--- config.mk ---
export PLATFORM = sky130hd
export DESIGN_NAME = ttps_ctrl
export DESIGN_NICKNAME = d
export VERILOG_FILES = /design/src/rtl/core/transposition_table_probe_store_defines.svh /design/src/rtl/core/ttps_pkg.sv /design/src/rtl/core/ttps_ctrl.sv
export SDC_FILE = /design/constraint.sdc
export NUM_CORES = 1
export LEC_CHECK = 0
export BUFFER_PORTS_ARGS = -buffer_cell sky130_fd_sc_hd__buf_2
export CAP_MARGIN = 20
export CORE_AREA = 5 5 42 44
export CTS_CLUSTER_SIZE = 12
export DETAILED_ROUTE_END_ITERATION = 6
export DIE_AREA = 0 0 47 49
export GPL_ROUTABILITY_DRIVEN = 0
export GPL_TIMING_DRIVEN = 0
export HOLD_SLACK_MARGIN = 0.1
export PLACE_DENSITY = 0.44
export REMOVE_ABC_BUFFERS = 1
export SLEW_MARGIN = 20
export SYNTH_ARGS = -nofsm -noshare
export SYNTH_HDL_FRONTEND = slang
export SYNTH_SLANG_ARGS = --single-unit
--- constraint.sdc ---
create_clock -name clk -period 1.6 [get_ports clk]
set_input_delay 0.32 -clock clk [delete_from_list [all_inputs] [get_ports clk]]
set_output_delay 0.32 -clock clk [all_outputs]
set_load 0.02 [all_outputs]
--- src/rtl/core/transposition_table_probe_store_defines.svh ---
// assertion macros for the transposition table probe store
// used by the top level; expects clk and rst_n in scope
`ifndef TRANSPOSITION_TABLE_PROBE_STORE_DEFINES_SVH
`define TRANSPOSITION_TABLE_PROBE_STORE_DEFINES_SVH

`ifndef NO_ASSERTIONS

`define TTPS_ASSERT_NOW(label, ante, cons) \
  label: assert property (@(posedge clk) disable iff (!rst_n) (ante) |-> (cons)) \
    else $error("ttps assertion failed");

`define TTPS_ASSERT_LAT3(label, ante, cons) \
  label: assert property (@(posedge clk) disable iff (!rst_n) (ante) |-> ##3 (cons)) \
    else $error("ttps latency assertion failed");

`else

`define TTPS_ASSERT_NOW(label, ante, cons)

`define TTPS_ASSERT_LAT3(label, ante, cons)

`endif

`endif

--- src/rtl/core/ttps_pkg.sv ---
// shared types and constants of the transposition table probe store
// no dependencies
package ttps_pkg;

  localparam int ENTRIES = 65536;
  localparam int IDX_W   = $clog2(ENTRIES);
  localparam int KEY_W   = 64;
  localparam int EVAL_W  = 24;
  localparam int DEPTH_W = 8;
  localparam int VAL_W   = 32;
  localparam int CFG_IDX_W = 2;

  localparam logic [CFG_IDX_W-1:0] CFG_WIN  = 2'd0;
  localparam logic [CFG_IDX_W-1:0] CFG_LOSS = 2'd1;

  localparam logic signed [EVAL_W-1:0] WIN_RESET  = 24'sd100000;
  localparam logic signed [EVAL_W-1:0] LOSS_RESET = -24'sd100000;

  localparam logic signed [VAL_W-1:0] ORDER_TOP  = 32'sd1000000;
  localparam logic signed [VAL_W-1:0] ORDER_NONE = -32'sd1000000;

  typedef enum logic [1:0] {
    OP_PROBE  = 2'd0,
    OP_STORE  = 2'd1,
    OP_ORDER  = 2'd2,
    OP_DEMOTE = 2'd3
  } op_t;

  typedef enum logic [1:0] {
    KIND_EXACT = 2'd0,
    KIND_ALPHA = 2'd1,
    KIND_BETA  = 2'd2,
    KIND_LAST  = 2'd3
  } kind_t;

  typedef struct packed {
    logic [KEY_W-1:0]          tag;
    logic signed [EVAL_W-1:0]  eval;
    kind_t                     kind;
    logic [DEPTH_W-1:0]        depth;
  } entry_t;

  localparam int ENTRY_W = $bits(entry_t);

  typedef struct packed {
    logic clr_we;
    logic capture;
    logic evaluate;
  } ctrl_cmd_t;

  typedef struct packed {
    logic clr_last;
  } dp_status_t;

endpackage

--- src/rtl/core/ttps_ctrl.sv ---
// controller: clearing pass, read and evaluate sequencing
// depends on ttps_pkg
module ttps_ctrl (
  input  logic                   clk,
  input  logic                   rst_n,
  input  logic                   start,
  output logic                   busy,
  input  ttps_pkg::dp_status_t   status,
  output ttps_pkg::ctrl_cmd_t    cmd
);
  import ttps_pkg::*;

  typedef enum logic [3:0] {
    ST_CLEAR = 4'b0001,
    ST_IDLE  = 4'b0010,
    ST_READ  = 4'b0100,
    ST_EVAL  = 4'b1000
  } state_t;

  state_t state_r, state_nxt;
  logic   accept;

  assign busy   = (state_r == ST_CLEAR) || (state_r == ST_READ);
  assign accept = start && !busy;

  always_comb begin
    state_nxt = state_r;
    unique case (state_r)
      ST_CLEAR: if (status.clr_last) state_nxt = ST_IDLE;
      ST_IDLE:  if (start) state_nxt = ST_READ;
      ST_READ:  state_nxt = ST_EVAL;
      ST_EVAL:  state_nxt = start ? ST_READ : ST_IDLE;
      default:  state_nxt = ST_CLEAR;
    endcase
  end

  always_ff @(posedge clk) begin
    if (!rst_n) begin
      state_r <= ST_CLEAR;
    end else begin
      state_r <= state_nxt;
    end
  end

  assign cmd.clr_we   = (state_r == ST_CLEAR);
  assign cmd.capture  = accept;
  assign cmd.evaluate = (state_r == ST_EVAL);

endmodule

==> run summary <==
Final setup viols: 0
Congestion Overflow GR: 0
Startpoint Class: flip-flop
Buffers on Ports: 7
Tot Pwr: 0.281 mW
Worst slew pin tran: 0.313 ns
Fmax: 678 MHz
Clk_lat worst skew: 0.23 ns
Worst setup margin: 0.125 ns
Share of layout cells above drive strength 1: 34.3%
WP data arrival: 1.15 ns
Post-synthesis area per instance: 8.68 sq um
Per-cell routed wire length: 9.20 um
Met3 Track Usage GR: 1.48%
Initial Util: 18.6%
Synth top area cells: dfxtp_1 (31%), nor4b_1 (6.7%), xnor2_1 (6.7%), buf_4 (5.8%), nand3b_1 (5.8%)
Commonest cells after routing, fill and taps aside: buf_2 (7), clkbuf_4 (3), dfxtp_1 (3)
Ys async rst share: 0%
Largest regs: state_r x4
R2r endpoint: state_r[1]$_SDFFE_PN0P_
GR Layer Usage met1: 3.96%
Worst reg2reg path depth: 3
Final critical-path required period: 1.47 ns
Post-route DRC violation count: 0
#FFs+latches synth: 4
Fill cells: 172
Placement row count: 14
Share of the yosys chip area belonging to registers: 30.8%
Max reg flops: 4
Dpl ws: 0.312 ns
Worst reg2reg startpoint: state_r[3]$_SDFFE_PN0P_
CTS root buffer: clkbuf_4
CP required: 1.28 ns
Vias/cell: 4.20
Gate Count Post-Synth: 30
Util after Layout: 21.6%
Hold Crit Class: primary input to flip-flop
Clock buffer count from CTS: 3
All-layer global routing usage: 5.00%
Commonest non-fill, non-tap cell in the layout: buf_2
CTS tree: done
Synth unique cells: 19
Top-area cell type share of the netlist area: 30.8%
Clock-pin slew on the worst setup and hold paths: 0.03 ns
Vias in the first global route: 204
Post-synth EDFFs: 0
Max_slew headroom: 79.1%
Sum Neg Setup Slack: 0 ns
Final Net Count: 41
RSZ-0062 raised after global routing: no
Antenna-violating nets left: 0
Max-cap viol count: 0
Clock sinks: 4
Die height: 49 um
Crit path kind: flip-flop to output pin
Met2 GRT Util: 7.69%
Syn Std Cell Area: 260 sq um
Synth area leader: dfxtp_1
CP endpoint: cmd[1]
Number of setup buffers added after CTS: 0
Most used routing layer: met2
Reg with most FFs: state_r
Post-Route WL: 469 um
Die width: 47 um
Initial antenna violation count: 0
Fin. Hold Viols: 0
Critical Path Fanout Max: 8
Tcrit/Tclk final: 92.2%
Ant. Diodes: 0
Die area: 0.00230 sq mm
HPWL Detailed: 372 um
Area Overhead vs Synth: 16.3%
Flop2flop setup slack: 0.40 ns
Pwr Density: 927 mW/mm^2
First-pass GRT wire length: 786 um
Drt initial violations: 2
CTS H-Tree Depth: 1
Core ar.: 0.00140 sq mm
Syn. warnings: 0
Deepest clock path buffer count: 2
Slew Limit Fails: 0
Worst setup startpoint: state_r[0]$_SDFFE_PN1P_
Peak VDD IR: 0.000218 V
Top Ports: 8
LEAKAGE: 0.117 nW
1st-pass router iterations: 2
CP Capture Type: output pin
Largest net degree at the start of global routing: 10
Status: completed
Top_reg_cell synth: dfxtp_1
DR vias: 214
Final Skew: 0.000389 ns
what timing repair did:
item,in CTS,in global routing
endpoints found under the setup margin,0,1
gates resized for setup,0,1
hold buffers,0,0
cell usage after synthesis, types with 2 or more instances:
library cell / number
nor2_1: 2
buf_4: 2
nand3b_1: 2
buf_2: 2
xnor2_1: 2
nand2b_1: 2
nor3_1: 2
dfxtp_1: 4
nor4b_1: 2
worst max-delay path, stage by stage (launching register included):
cell and delay (ns):
dfxtp_1 0.44, xnor2_1 0.15, nor3_1 0.07, nor2b_1 0.11, buf_2 0.16
per-layer routing:
layer	vias up	wire, um	part of all wire [%]
met4	0	0	0
li1	114	-	-
met5	-	0	0
met3	0	25	5.3
met2	2	271	58
met1	98	172	37
cells by family (layout without fill, tap and decap cells):
kind of cell,Yosys count,count (layout),share of synthesized area [%]
simple gates,13,13,31.7
compound gates,6,6,16.8
buf+inv,5,10,13.9
flops,4,4,30.8
xor+xnor,2,2,6.73
where the power goes:
part | switching, mW | internal (mW)
Combinational | 0.0257 | 0.0218
Clock | 0.0365 | 0.0836
Sequential | 0.00863 | 0.104
Total | 0.0708 | 0.210
stage by stage:
stage | hold WS, ns | instances | instance area, sq um
global placement | 0.549 | 48 | 279
floorplan | 0.409 | 25 | 224
detailed placement | 0.547 | 48 | 279
global route | 0.338 | 51 | 303
CTS | 0.319 | 51 | 302
finish | 0.332 | 51 | 303
worst min-delay path by stage:
stage / start / to / slack [ns] / depth (start not counted)
2_1_floorplan: rst_n / state_r[0]$_SDFFE_PN1P_ / 0.41 / 1
4_1_cts: rst_n / state_r[0]$_SDFFE_PN1P_ / 0.32 / 2
3_5_place_dp: state_r[1]$_SDFFE_PN0P_ / state_r[3]$_SDFFE_PN0P_ / 0.55 / 1
3_3_place_gp: state_r[1]$_SDFFE_PN0P_ / state_r[3]$_SDFFE_PN0P_ / 0.55 / 1
6_report: rst_n / state_r[0]$_SDFFE_PN1P_ / 0.33 / 2
5_1_grt: rst_n / state_r[0]$_SDFFE_PN1P_ / 0.34 / 2
cell type report:
cell class | instances | area [sq um] | area share (%)
tap | 16 | 20.0 | 6.61
timing repair buffer | 7 | 35.0 | 11.6
multi-input combinational | 21 | 144 | 47.5
clock buffer | 3 | 22.5 | 7.44
sequential | 4 | 81.3 | 26.9
No activity file was read; power rests on OpenSTA's default activity.
